--- config.mk ---
export PLATFORM = sky130hd
export DESIGN_NAME = sliding_window_distinct_count_flat
export DESIGN_NICKNAME = d
export VERILOG_FILES = /design/src/sv/swdc_pkg.sv /design/src/sv/swdc_in_if.sv /design/src/sv/swdc_out_if.sv /design/src/sv/swdc_hist.sv /design/src/sv/sliding_window_distinct_count.sv /design/src/flat_wrapper.sv
export SDC_FILE = /design/constraint.sdc
export NUM_CORES = 2
export LEC_CHECK = 0
export BUFFER_PORTS_ARGS = -buffer_cell sky130_fd_sc_hd__buf_2
export CAP_MARGIN = 40
export CORE_ASPECT_RATIO = 0.7
export CORE_MARGIN = 2
export CORE_UTILIZATION = 40
export DETAILED_ROUTE_END_ITERATION = 10
export PLACE_DENSITY_LB_ADDON = 0.15
export SYNTH_ARGS = -nofsm -noshare
export SYNTH_HDL_FRONTEND = slang
export SYNTH_SLANG_ARGS = --single-unit
--- constraint.sdc ---
create_clock -name clk -period 23.4 [get_ports clk]
set_input_delay 4.68 -clock clk [delete_from_list [all_inputs] [get_ports clk]]
set_output_delay 4.68 -clock clk [all_outputs]
set_load 0.005 [all_outputs]
--- src/sv/swdc_pkg.sv ---
// ----------------------------------------------------------------------------
// swdc_pkg
// Shared constants and types for the sliding-window distinct counter: value
// and window sizes, derived widths, register map and the request/response
// structs between the top level and the histogram unit.
// ----------------------------------------------------------------------------
package swdc_pkg;

  localparam int VALUE_COUNT = 128;
  localparam int WINDOW_MAX  = 128;

  localparam int SAMPLE_W = $clog2(VALUE_COUNT);
  localparam int PTR_W    = $clog2(WINDOW_MAX);
  localparam int FILL_W   = $clog2(WINDOW_MAX + 1);
  localparam int COUNT_W  = 8;
  localparam int WSIZE_W  = 8;

  // APB register map
  localparam int APB_ADDR_W = 3;
  localparam int APB_DATA_W = 32;
  localparam logic REG_WINDOW_SIZE = 1'b0;

  localparam int FIFO_DEPTH = 4;
  localparam int FIFO_IDX_W = $clog2(FIFO_DEPTH);
  localparam int FIFO_CNT_W = $clog2(FIFO_DEPTH + 1);

  // One item on its way into the histogram unit
  typedef struct packed {
    logic                vld;
    logic                start;
    logic                evict;
    logic                emit;
    logic [SAMPLE_W-1:0] sample;
    logic [SAMPLE_W-1:0] old;
  } hist_req_t;

  // Result leaving the histogram unit
  typedef struct packed {
    logic               vld;
    logic [COUNT_W-1:0] distinct;
  } hist_rsp_t;

endpackage

--- src/sv/swdc_in_if.sv ---
// ----------------------------------------------------------------------------
// swdc_in_if
// Sample channel: valid/ready handshake carrying a sample and a start flag.
// ----------------------------------------------------------------------------
interface swdc_in_if;
  import swdc_pkg::*;

  logic                valid;
  logic                ready;
  logic [SAMPLE_W-1:0] sample;
  logic                start_req;

  modport source (output valid, output sample, output start_req, input ready);
  modport sink   (input valid, input sample, input start_req, output ready);

endinterface

--- src/sv/swdc_out_if.sv ---
// ----------------------------------------------------------------------------
// swdc_out_if
// Result channel: valid/ready handshake carrying the distinct count.
// ----------------------------------------------------------------------------
interface swdc_out_if;
  import swdc_pkg::*;

  logic               valid;
  logic               ready;
  logic [COUNT_W-1:0] distinct;

  modport source (output valid, output distinct, input ready);
  modport sink   (input valid, input distinct, output ready);

endinterface

--- src/sv/swdc_hist.sv ---
// ----------------------------------------------------------------------------
// swdc_hist
// Histogram unit. Each value's count is kept as the difference of an
// increment memory and a decrement memory, so every item needs at most one write per
// memory. Reads are issued from the stage before the update, writes forwarded to the next item.
// ----------------------------------------------------------------------------
module swdc_hist (
  input  logic                clk,
  input  logic                rst,
  input  logic                clear,
  input  swdc_pkg::hist_req_t req,
  output swdc_pkg::hist_rsp_t rsp
);
  import swdc_pkg::*;

  logic [COUNT_W-1:0] inc_mem [VALUE_COUNT];
  logic [COUNT_W-1:0] dec_mem [VALUE_COUNT];
  logic [VALUE_COUNT-1:0] inc_valid;
  logic [VALUE_COUNT-1:0] dec_valid;

  logic [COUNT_W-1:0] inc_rd_v, inc_rd_o, dec_rd_v, dec_rd_o;
  hist_req_t          s2;

  logic                fwd_inc_vld, fwd_dec_vld;
  logic [SAMPLE_W-1:0] fwd_inc_addr, fwd_dec_addr;
  logic [COUNT_W-1:0]  fwd_inc_data, fwd_dec_data;

  logic [COUNT_W-1:0] distinct_total;
  logic [COUNT_W-1:0] distinct_total_next;

  logic [COUNT_W-1:0] iv, io, dv, dco;
  logic [COUNT_W-1:0] cnt_old, cnt_v, old_after, cur_v, tot_base, tot_mid;
  logic               dec_we;
  logic [COUNT_W-1:0] inc_wdata, dec_wdata;

  // Advance the item into the update stage
  always_ff @(posedge clk) begin
    if (rst) begin
      s2 <= '0;
    end else begin
      s2 <= req;
    end
  end

  // Read both addresses of both memories, write back the update
  always_ff @(posedge clk) begin
    inc_rd_v <= inc_mem[req.sample];
    inc_rd_o <= inc_mem[req.old];
    dec_rd_v <= dec_mem[req.sample];
    dec_rd_o <= dec_mem[req.old];
    if (s2.vld) begin
      inc_mem[s2.sample] <= inc_wdata;
    end
    if (dec_we) begin
      dec_mem[s2.old] <= dec_wdata;
    end
  end

  // Pick the freshest copy of each count: forwarded, stored, or cleared
  always_comb begin
    if (s2.start) begin
      iv  = '0;
      io  = '0;
      dv  = '0;
      dco = '0;
    end else begin
      if (fwd_inc_vld && fwd_inc_addr == s2.sample) iv = fwd_inc_data;
      else if (inc_valid[s2.sample])                iv = inc_rd_v;
      else                                          iv = '0;
      if (fwd_inc_vld && fwd_inc_addr == s2.old)    io = fwd_inc_data;
      else if (inc_valid[s2.old])                   io = inc_rd_o;
      else                                          io = '0;
      if (fwd_dec_vld && fwd_dec_addr == s2.sample) dv = fwd_dec_data;
      else if (dec_valid[s2.sample])                dv = dec_rd_v;
      else                                          dv = '0;
      if (fwd_dec_vld && fwd_dec_addr == s2.old)    dco = fwd_dec_data;
      else if (dec_valid[s2.old])                   dco = dec_rd_o;
      else                                          dco = '0;
    end
  end

  // Drop the leaving value, add the entering one, track the nonzero total
  always_comb begin
    cnt_old   = io - dco;
    cnt_v     = iv - dv;
    dec_we    = s2.vld && s2.evict && (cnt_old != '0);
    old_after = cnt_old - COUNT_W'(1);
    tot_base  = s2.start ? '0 : distinct_total;
    if (dec_we && old_after == '0 && tot_base != '0) begin
      tot_mid = tot_base - COUNT_W'(1);
    end else begin
      tot_mid = tot_base;
    end
    if (s2.evict && s2.old == s2.sample) begin
      cur_v = dec_we ? old_after : cnt_old;
    end else begin
      cur_v = cnt_v;
    end
    distinct_total_next = (cur_v == '0) ? tot_mid + COUNT_W'(1) : tot_mid;
    inc_wdata = iv + COUNT_W'(1);
    dec_wdata = dco + COUNT_W'(1);
  end

  // Hold the total, valid bits and forwarding copies
  always_ff @(posedge clk) begin
    if (rst || clear) begin
      distinct_total <= '0;
      inc_valid      <= '0;
      dec_valid      <= '0;
      fwd_inc_vld    <= 1'b0;
      fwd_dec_vld    <= 1'b0;
    end else begin
      fwd_inc_vld <= s2.vld;
      fwd_dec_vld <= dec_we;
      if (s2.vld) begin
        distinct_total <= distinct_total_next;
        if (s2.start) begin
          inc_valid <= VALUE_COUNT'(1) << s2.sample;
          dec_valid <= '0;
        end else begin
          inc_valid[s2.sample] <= 1'b1;
          if (dec_we) begin
            dec_valid[s2.old] <= 1'b1;
          end
        end
      end
    end
  end

  always_ff @(posedge clk) begin
    fwd_inc_addr <= s2.sample;
    fwd_inc_data <= inc_wdata;
    fwd_dec_addr <= s2.old;
    fwd_dec_data <= dec_wdata;
  end

  assign rsp.vld      = s2.vld && s2.emit;
  assign rsp.distinct = distinct_total_next;

endmodule

--- src/sv/sliding_window_distinct_count.sv ---
// ----------------------------------------------------------------------------
// sliding_window_distinct_count
// Counts distinct values over a sliding window of recent samples.
// ----------------------------------------------------------------------------
// The block takes one sample per clock and, once the window holds
// window_size samples, presents the number of distinct values in it on the
// result channel through the output queue. The rate of one item per cycle
// is set by the histogram read-modify-write: counts are read from two
// one-port-write memories in the stage ahead of the update and the previous
// item's writes are forwarded. The ring of recent samples is a memory read and
// written at the same slot in the accepting cycle. A four-entry output queue
// decouples the result side; the sample side stalls only when the queue could
// not absorb every item still in the two pipeline stages. Start flags and
// window_size writes clear the histogram at once through valid bits, so there
// is no clearing pass after reset. Write window_size only when the block is
// idle; a write restarts the stream.
// ----------------------------------------------------------------------------
module sliding_window_distinct_count (
  input  logic                                clk,
  input  logic                                rst,
  swdc_in_if.sink                             sample_ch,
  swdc_out_if.source                          result_ch,
  input  logic                                psel,
  input  logic                                penable,
  input  logic                                pwrite,
  input  logic [swdc_pkg::APB_ADDR_W-1:0]     paddr,
  input  logic [swdc_pkg::APB_DATA_W-1:0]     pwdata,
  output logic [swdc_pkg::APB_DATA_W-1:0]     prdata,
  output logic                                pready
);
  import swdc_pkg::*;

  logic [WSIZE_W-1:0]  window_size;
  logic [FILL_W-1:0]   win_eff;
  logic                cfg_wr;

  logic [PTR_W-1:0]    ring_ptr;
  logic [FILL_W-1:0]   fill_level;
  logic [SAMPLE_W-1:0] ring_mem [WINDOW_MAX];
  logic [SAMPLE_W-1:0] ring_rd;

  logic                accept;
  logic [PTR_W-1:0]    slot;
  logic [FILL_W-1:0]   fill_base, fill_level_next, slot_inc;
  logic [PTR_W-1:0]    ring_ptr_next;
  logic                evict, emit;

  logic                s1_vld, s1_start, s1_evict, s1_emit;
  logic [SAMPLE_W-1:0] s1_sample;
  logic                s2_busy;

  hist_req_t           hreq;
  hist_rsp_t           hrsp;

  logic [COUNT_W-1:0]    fifo_mem [FIFO_DEPTH];
  logic [FIFO_IDX_W-1:0] fifo_wr, fifo_rd;
  logic [FIFO_CNT_W-1:0] fifo_count;
  logic                  fifo_pop;
  logic [FIFO_CNT_W:0]   in_flight;

  // Configuration port
  assign pready = 1'b1;
  assign cfg_wr = psel && penable && pwrite && (paddr[2] == REG_WINDOW_SIZE);
  assign prdata = (paddr[2] == REG_WINDOW_SIZE) ?
                  APB_DATA_W'(window_size) : '0;

  always_ff @(posedge clk) begin
    if (rst) begin
      window_size <= WSIZE_W'(1);
    end else if (cfg_wr) begin
      window_size <= pwdata[WSIZE_W-1:0];
    end
  end

  // Clamp the window length into 1..WINDOW_MAX
  always_comb begin
    if (window_size == '0) begin
      win_eff = FILL_W'(1);
    end else if (FILL_W'(window_size) > FILL_W'(WINDOW_MAX)) begin
      win_eff = FILL_W'(WINDOW_MAX);
    end else begin
      win_eff = FILL_W'(window_size);
    end
  end

  // Accept when the queue can absorb everything in flight
  assign in_flight       = (FIFO_CNT_W + 1)'(fifo_count) + (FIFO_CNT_W + 1)'(s1_vld)
                         + (FIFO_CNT_W + 1)'(s2_busy);
  assign sample_ch.ready = in_flight < (FIFO_CNT_W + 1)'(FIFO_DEPTH);
  assign accept          = sample_ch.valid && sample_ch.ready;

  // Slot, eviction and fill for the entering sample
  always_comb begin
    fill_base       = sample_ch.start_req ? '0 : fill_level;
    slot            = sample_ch.start_req ? '0 : ring_ptr;
    evict           = fill_base >= win_eff;
    fill_level_next = evict ? fill_base : fill_base + FILL_W'(1);
    emit            = fill_level_next >= win_eff;
    slot_inc        = FILL_W'(slot) + FILL_W'(1);
    ring_ptr_next   = (slot_inc == win_eff) ? '0 : slot_inc[PTR_W-1:0];
  end

  always_ff @(posedge clk) begin
    if (rst || cfg_wr) begin
      ring_ptr   <= '0;
      fill_level <= '0;
    end else if (accept) begin
      ring_ptr   <= ring_ptr_next;
      fill_level <= fill_level_next;
    end
  end

  // Ring memory: read the leaving sample, write the entering one
  always_ff @(posedge clk) begin
    ring_rd <= ring_mem[slot];
    if (accept) begin
      ring_mem[slot] <= sample_ch.sample;
    end
  end

  // Hold the item while its histogram reads are issued
  always_ff @(posedge clk) begin
    if (rst) begin
      s1_vld  <= 1'b0;
      s2_busy <= 1'b0;
    end else begin
      s1_vld  <= accept;
      s2_busy <= s1_vld;
    end
  end

  always_ff @(posedge clk) begin
    s1_start  <= sample_ch.start_req;
    s1_evict  <= evict;
    s1_emit   <= emit;
    s1_sample <= sample_ch.sample;
  end

  always_comb begin
    hreq.vld    = s1_vld;
    hreq.start  = s1_start;
    hreq.evict  = s1_evict;
    hreq.emit   = s1_emit;
    hreq.sample = s1_sample;
    hreq.old    = ring_rd;
  end

  swdc_hist u_hist (
    .clk   (clk),
    .rst   (rst),
    .clear (cfg_wr),
    .req   (hreq),
    .rsp   (hrsp)
  );

  // Output queue
  assign fifo_pop           = result_ch.valid && result_ch.ready;
  assign result_ch.valid    = fifo_count != '0;
  assign result_ch.distinct = fifo_mem[fifo_rd];

  always_ff @(posedge clk) begin
    if (hrsp.vld) begin
      fifo_mem[fifo_wr] <= hrsp.distinct;
    end
  end

  always_ff @(posedge clk) begin
    if (rst) begin
      fifo_wr    <= '0;
      fifo_rd    <= '0;
      fifo_count <= '0;
    end else begin
      if (hrsp.vld) begin
        fifo_wr <= fifo_wr + FIFO_IDX_W'(1);
      end
      if (fifo_pop) begin
        fifo_rd <= fifo_rd + FIFO_IDX_W'(1);
      end
      fifo_count <= fifo_count + FIFO_CNT_W'(hrsp.vld) - FIFO_CNT_W'(fifo_pop);
    end
  end

  // Checks
  a_fifo_no_overflow: assert property (@(posedge clk) disable iff (rst)
    hrsp.vld |-> (fifo_count < FIFO_CNT_W'(FIFO_DEPTH)) || fifo_pop)
    else $error("result queue overflow");

  a_fill_bounded: assert property (@(posedge clk) disable iff (rst)
    fill_level <= win_eff)
    else $error("fill level beyond window");

  a_ptr_bounded: assert property (@(posedge clk) disable iff (rst)
    FILL_W'(ring_ptr) < win_eff)
    else $error("ring pointer beyond window");

  a_emit_after_full: assert property (@(posedge clk) disable iff (rst)
    accept && !sample_ch.start_req && (fill_level >= win_eff) |=> s1_emit)
    else $error("full window item gave no result");

endmodule

--- src/flat_wrapper.sv ---
// flat-port wrapper written by rule: the top's interface ports become plain ports
module sliding_window_distinct_count_flat import swdc_pkg::*;
  (clk, rst, psel, penable, pwrite, paddr, pwdata, prdata, pready, sample_ch_valid, sample_ch_sample, sample_ch_start_req, sample_ch_ready, result_ch_valid, result_ch_distinct, result_ch_ready);
  swdc_in_if sample_ch_i ();
  swdc_out_if result_ch_i ();
  input  logic clk;
  input  logic rst;
  input  logic psel;
  input  logic penable;
  input  logic pwrite;
  input  logic [swdc_pkg::APB_ADDR_W-1:0] paddr;
  input  logic [swdc_pkg::APB_DATA_W-1:0] pwdata;
  output logic [swdc_pkg::APB_DATA_W-1:0] prdata;
  output logic pready;
  input wire logic [$bits(sample_ch_i.valid)-1:0] sample_ch_valid;
  input wire logic [$bits(sample_ch_i.sample)-1:0] sample_ch_sample;
  input wire logic [$bits(sample_ch_i.start_req)-1:0] sample_ch_start_req;
  output wire logic [$bits(sample_ch_i.ready)-1:0] sample_ch_ready;
  output wire logic [$bits(result_ch_i.valid)-1:0] result_ch_valid;
  output wire logic [$bits(result_ch_i.distinct)-1:0] result_ch_distinct;
  input wire logic [$bits(result_ch_i.ready)-1:0] result_ch_ready;
  assign sample_ch_i.valid = sample_ch_valid;
  assign sample_ch_i.sample = sample_ch_sample;
  assign sample_ch_i.start_req = sample_ch_start_req;
  assign sample_ch_ready = sample_ch_i.ready;
  assign result_ch_valid = result_ch_i.valid;
  assign result_ch_distinct = result_ch_i.distinct;
  assign result_ch_i.ready = result_ch_ready;
  sliding_window_distinct_count u_core (.clk(clk), .rst(rst), .sample_ch(sample_ch_i), .result_ch(result_ch_i), .psel(psel), .penable(penable), .pwrite(pwrite), .paddr(paddr), .pwdata(pwdata), .prdata(prdata), .pready(pready));
endmodule
; After elaboration in Yosys (flattened, before gate mapping)
; Memory sizes are Yosys's and may differ from the RTL's. A register that Yosys moved wholly into a read port is not among the register bits.
; Index checks and enable logic that the tools add are counted.
[totals]
output_inout_bits = 43
regBits = 355
memories = 4
inputBits = 50
mem_bits_rw = 2976
elab_cells = 138
[mem_list]
columns = name, words, word_bits, read_ports, rd_ports_with_merged_regs, wr, line
row1 = u_core.u_hist.dec_mem, 128, 8, 2, 2, 1, swdc_hist.sv:17  ; logic [COUNT_W-1:0] dec_mem [VALUE_COUNT];
row2 = u_core.u_hist.inc_mem, 128, 8, 2, 2, 1, swdc_hist.sv:16  ; logic [COUNT_W-1:0] inc_mem [VALUE_COUNT];
row3 = u_core.ring_mem, 128, 7, 1, 1, 1, sliding_window_distinct_count.sv:39  ; logic [SAMPLE_W-1:0] ring_mem [WINDOW_MAX];
row4 = u_core.fifo_mem, 4, 8, 1, 1, 1, sliding_window_distinct_count.sv:55  ; logic [COUNT_W-1:0] fifo_mem [FIFO_DEPTH];
[op_classes]
bitwise = 3
shift = 1
reduce_logical = 26
mux = 49
n_lt_le_gt_ge = 8
n_eq_ne = 6
addsub = 15
[ops]
columns = op, n
row1 = two-way mux 128 bit, 3
row2 = OR 128 bit, 2
row3 = two-way mux 8 bit, 22
row4 = left shift 1 x 7 -> 128 bit (first input constant), 1
row5 = equality test 7 bit, 5
row6 = adder 8 x 1 -> 8 bit (second input constant), 4
row7 = binary-select mux 1 bit (select 7 bit), 4
row8 = logical NOT 8 bit, 3
row9 = logical AND 1 bit, 17
row10 = >= comparator 8 bit, 2
row11 = less-than comparator 7 x 8 -> 1 bit (second input constant), 2
row12 = nonzero test 8 bit, 2
row13 = subtractor 8 x 1 -> 8 bit (second input constant), 2
row14 = subtractor 8 bit, 2
row15 = demux 1 bit (select 7 bit), 2
row16 = >= comparator 7 x 1 -> 1 bit (second input constant), 2
row17 = two-way mux 1 bit, 14
row18 = two-way mux 7 bit, 2
row19 = adder 7 x 1 -> 8 bit (second input constant), 1
row20 = equality test 8 bit, 1
row21 = > comparator 8 bit (second input constant), 1
row22 = adder 2 x 1 -> 2 bit (second input constant), 2
row23 = adder 3 x 1 -> 4 bit, 1
row24 = adder 4 x 1 -> 4 bit, 1
row25 = other kinds (9), 10

; Depth between registers and ports, before layout
[depth]
word_depth = 13
depth_mapped = 33
ltp_nobuf = 27

; Cells and area by module
; Synthesis repeated with hierarchy kept, for this count alone.
[unflattened]
hier_cells = 8476
hier_area_um2 = 151062.4
[modules_own_cells]
columns = module, seq_area_each_um2, instances, cells_each, area_each_um2
row1 = swdc_hist, 68425.6, 1, 5911, 111573.3
row2 = sliding_window_distinct_count, 28887.7, 1, 2565, 39489.1

; Worst setup path after synthesis
; No wires, ideal clock.
[synth_path]
path_type = input -> output
start = in paddr[2] (netlist name)
end = out prdata[0] (netlist name)
required_ns = 18.720
arrival_ns = 4.795
path_slack_ns = 13.925
stages = 1
path_buffers = 0
cell_sequence = nor2b_1
[synth_between]
elab_chain_cells = 1
[synth_rtl]
columns = element, line
row1 = "start, declared", flat_wrapper.sv:11  ; input logic [swdc_pkg::APB_ADDR_W-1:0] paddr;
row2 = two-way mux 8 bit, sliding_window_distinct_count.sv:64  ; assign prdata = (paddr[2] == REG_WINDOW_SIZE) ?
row3 = "end, declared", flat_wrapper.sv:13  ; output logic [swdc_pkg::APB_DATA_W-1:0] prdata;
; Every way passes these cells.

; Worst setup path in the final report
; Same ends and word-level chain as after synthesis.

==> impl_metrics.csv <==
group,metric,value,unit
synth,syn_area_per_cell,18.05,um2
clock_tree,cts_sinks,3372,
clock_tree,cts_hold_buf,0,
place,dp_hpwl,297600,um
floorplanning,start_util,40.25,%
synth,synthFlopType,"edfxtp_1",
grt,antenna_found_initial,32,
grt,grt_start_max_net_pins,120,
sta,final.setup.tns,0,ps
synth,synth_top_area_cell,"edfxtp_1",
floorplanning,die_w,734.9,um
clock_tree,numCtsBuffers,347,
routing,drt_iter0_markers,12200,
clock_tree,cts_resized,0,
grt,gr-usage-all-layers,24.23,%
routing,wl_per_cell,34.06,um
grt,grt_pass1_wl,655100,um
place,pre_cts_ws,13630,ps
pwr,power_density,81.12,mW/mm2
clock_tree,clock-root-buffer,"clkbuf_16",
routing,routed-via-count,86320,
critical_path,crit_type,"in -> out",
sta,tightestPinTransition,1052,ps
critical_path,cp-end-kind,"output port",
sta,finalHoldViolCount,0,
place,gp_congestion,0.8465,
synth,synth_compound_area_share,4.781,%
routing,via_per_inst,6.297,
synth,synthAdderAreaFrac,0.4333,%
sta,finalCritPeriodShare,41.75,%
synth,synth.distinct_cells,84,
cells_and_area,postLayoutCellArea,0.1697,mm2
grt,grt_overflow_total,0,
floorplanning,placementRows,187,
cells_and_area,drive_gt1_share,30.30,%
cells_and_area,fillers,31470,
sta,fmax,0.1024,GHz
routing,drt_first_pass_iters,9,
cells_and_area,mostFrequentLayoutCells,"edfxtp_1, mux4_2, nor2_1, dfxtp_1, clkbuf_16",
sta,setup_violations,0,
status,status,"completed",
clock_tree,clk_pin_slew,60,ps
synth,synth.area.top_cells,"edfxtp_1, mux4_2, dfxtp_1, nor2_1, a21oi_1",
sta,slew_headroom,29.89,%
synth,syn-instance-count,8286,
sta,skew,113.3,ps
synth,yosysSeqAreaShare,65.05,%
sta,maxSlewViolCount,0,
synth,synth-simple-area-share,3.847,%
critical_path,cp-start-kind,"primary input",
grt,grt_pass1_vias,84550,
synth,synth_area,0.1496,mm2
floorplanning,die_area,0.3789,mm2
clock_tree,cts.htree.levels,5,
floorplanning,die_h,515.6,um
synth,synth_top_area_share,59.75,%
clock_tree,cts_tree,"done",
cells_and_area,final_common_cell,"edfxtp_1",
critical_path,cp_max_fo,10,
floorplanning,core,0.3716,mm2
place,place_area,0.1582,mm2
cells_and_area,area_growth,13.46,%
sta,layout_setup_ws,13630,ps
cells_and_area,nNetsFinal,8598,
critical_path,worstPathArrival,5090,ps
clock_tree,clock_path_buffers,4,
pwr,ir_drop,0.00006100,V
pwr,leakage,55.62,nW
hold_path,holdCritPathClass,"reg -> reg",
sta,rsz0062_at_grt,"no",
pwr,report.power.total,13.76,mW
clock_tree,clock_latency,940,ps
sta,layout_min_cycle_time,9770,ps
synth,async_flop_share,0,%
run,cap_viol_max_count,0,
clock_tree,post-cts-setup-buffers,0,
synth,synthMuxAreaShare,23.46,%
critical_path,worstPathRequired,18720,ps
routing,drt_drc_violations_left,0,
floorplanning,floorplan.io_pins,93,
routing,wl,466900,um
routing,drtAntennaViolNets,0,
synth,synth_warnings,0,
synth,synth_seq_cells,3372,
synth,synth_top_family_by_area,"multiplexers",
place,port_buffers,41,
synth,yosys.area_share.xor_xnor,0.5262,%
synth,synth-edff-count,2976,
-- flip-flops by register name (all words and copies together) (netlist names), 18 cells and up, named ones only --
name,cells
u_core.u_hist.inc_valid,128
u_core.u_hist.dec_valid,128
u_core.u_hist.dec_mem,1024
u_core.fifo_mem,32
u_core.u_hist.s2,18
u_core.ring_mem,896
u_core.u_hist.inc_mem,1024
-- worst max-delay path: stages --
cell and delay, ps:
buf_2 150, nor2b_1 130, buf_2 130
-- final cells by class --
class	instances	area (um2)	share of cell area, %
clock inverter	184	1977	1.165
inverter	29	111.4	0.06562
sequential	3372	97360	57.37
clock buffer	449	9405	5.543
timing repair buffer	490	4806	2.832
multi-input combinational	4258	49860	29.38
antenna	12	30.03	0.01770
tap	4914	6148	3.623
-- through the flow --
step	hold slack, ps	instances	utilization (%)
2_1_floorplan	329.0	8309	-
3_3_place_gp	430.1	12870	41.91
3_5_place_dp	406.5	13060	42.58
4_1_cts	413.4	13690	45.65
5_1_grt	427.8	13700	45.66
6_report	416.8	13710	45.67
-- per-layer routing --
metal / GRT usage (%) / wire [um] / vias up
met5: 0 / 24 / -
met2: 34.77 / 201100 / 4486
met3: 5.433 / 47730 / 585
li1: - / - / 34770
met1: 37.79 / 208000 / 46480
met4: 5.018 / 10010 / 4
-- cell usage after synthesis, types with 17 or more instances --
| master | instances |
|---|---|
| a21oi_1 | 349 |
| a31oi_1 | 62 |
| xor2_1 | 25 |
| and2_1 | 17 |
| buf_4 | 41 |
| nor3_1 | 31 |
| buf_1 | 145 |
| dfxtp_1 | 396 |
| mux4_2 | 1455 |
| clkbuf_1 | 434 |
| xnor2_1 | 63 |
| nand3_1 | 50 |
| nor2_1 | 727 |
| nor2b_1 | 70 |
| o22ai_1 | 61 |
| nand2b_1 | 35 |
| ha_1 | 47 |
| inv_1 | 28 |
| a22o_1 | 69 |
| nand4_1 | 23 |
| mux2i_1 | 132 |
| a22oi_1 | 190 |
| buf_2 | 17 |
| mux2_2 | 85 |
| nand2_1 | 318 |
| edfxtp_1 | 2976 |
| a221oi_1 | 64 |
| o21ai_0 | 129 |
-- worst paths after layout --
| path | start | cells past startpoint | endpoint | slack, ps |
|---|---|---|---|---|
| setup / recovery | paddr[2] | 3 | prdata[0] | 13630 |
| hold / removal | u_core.u_hist.s2[1] | 0 | u_core.u_hist.fwd_dec_addr[1] | 420 |
| setup reg to reg | u_core.u_hist.s2[2] | 24 | u_core.u_hist.dec_mem[67][7] | 14480 |
| hold reg to reg | u_core.u_hist.s2[1] | 0 | u_core.u_hist.fwd_dec_addr[1] | 420 |
-- report_power, final --
part	switching, mW	total, mW	internal (mW)
registers	0.0676	6.63	6.56
clock network	2.41	5.63	3.22
logic	0.892	1.51	0.613
total	3.37	13.8	10.4
-- cell families (layout without fill, tap and decap cells) --
| family | after synthesis | count (layout) |
|---|---|---|
| simple gates | 1348 | 1348 |
| other cells | 2 | 37 |
| flops | 3372 | 3372 |
| buf+inv | 679 | 1152 |
| mux | 1674 | 1674 |
| compound gates | 1072 | 1072 |
| fa+ha+maj | 50 | 50 |
| xor+xnor | 89 | 89 |
No activity file was read; power rests on OpenSTA's default activity.
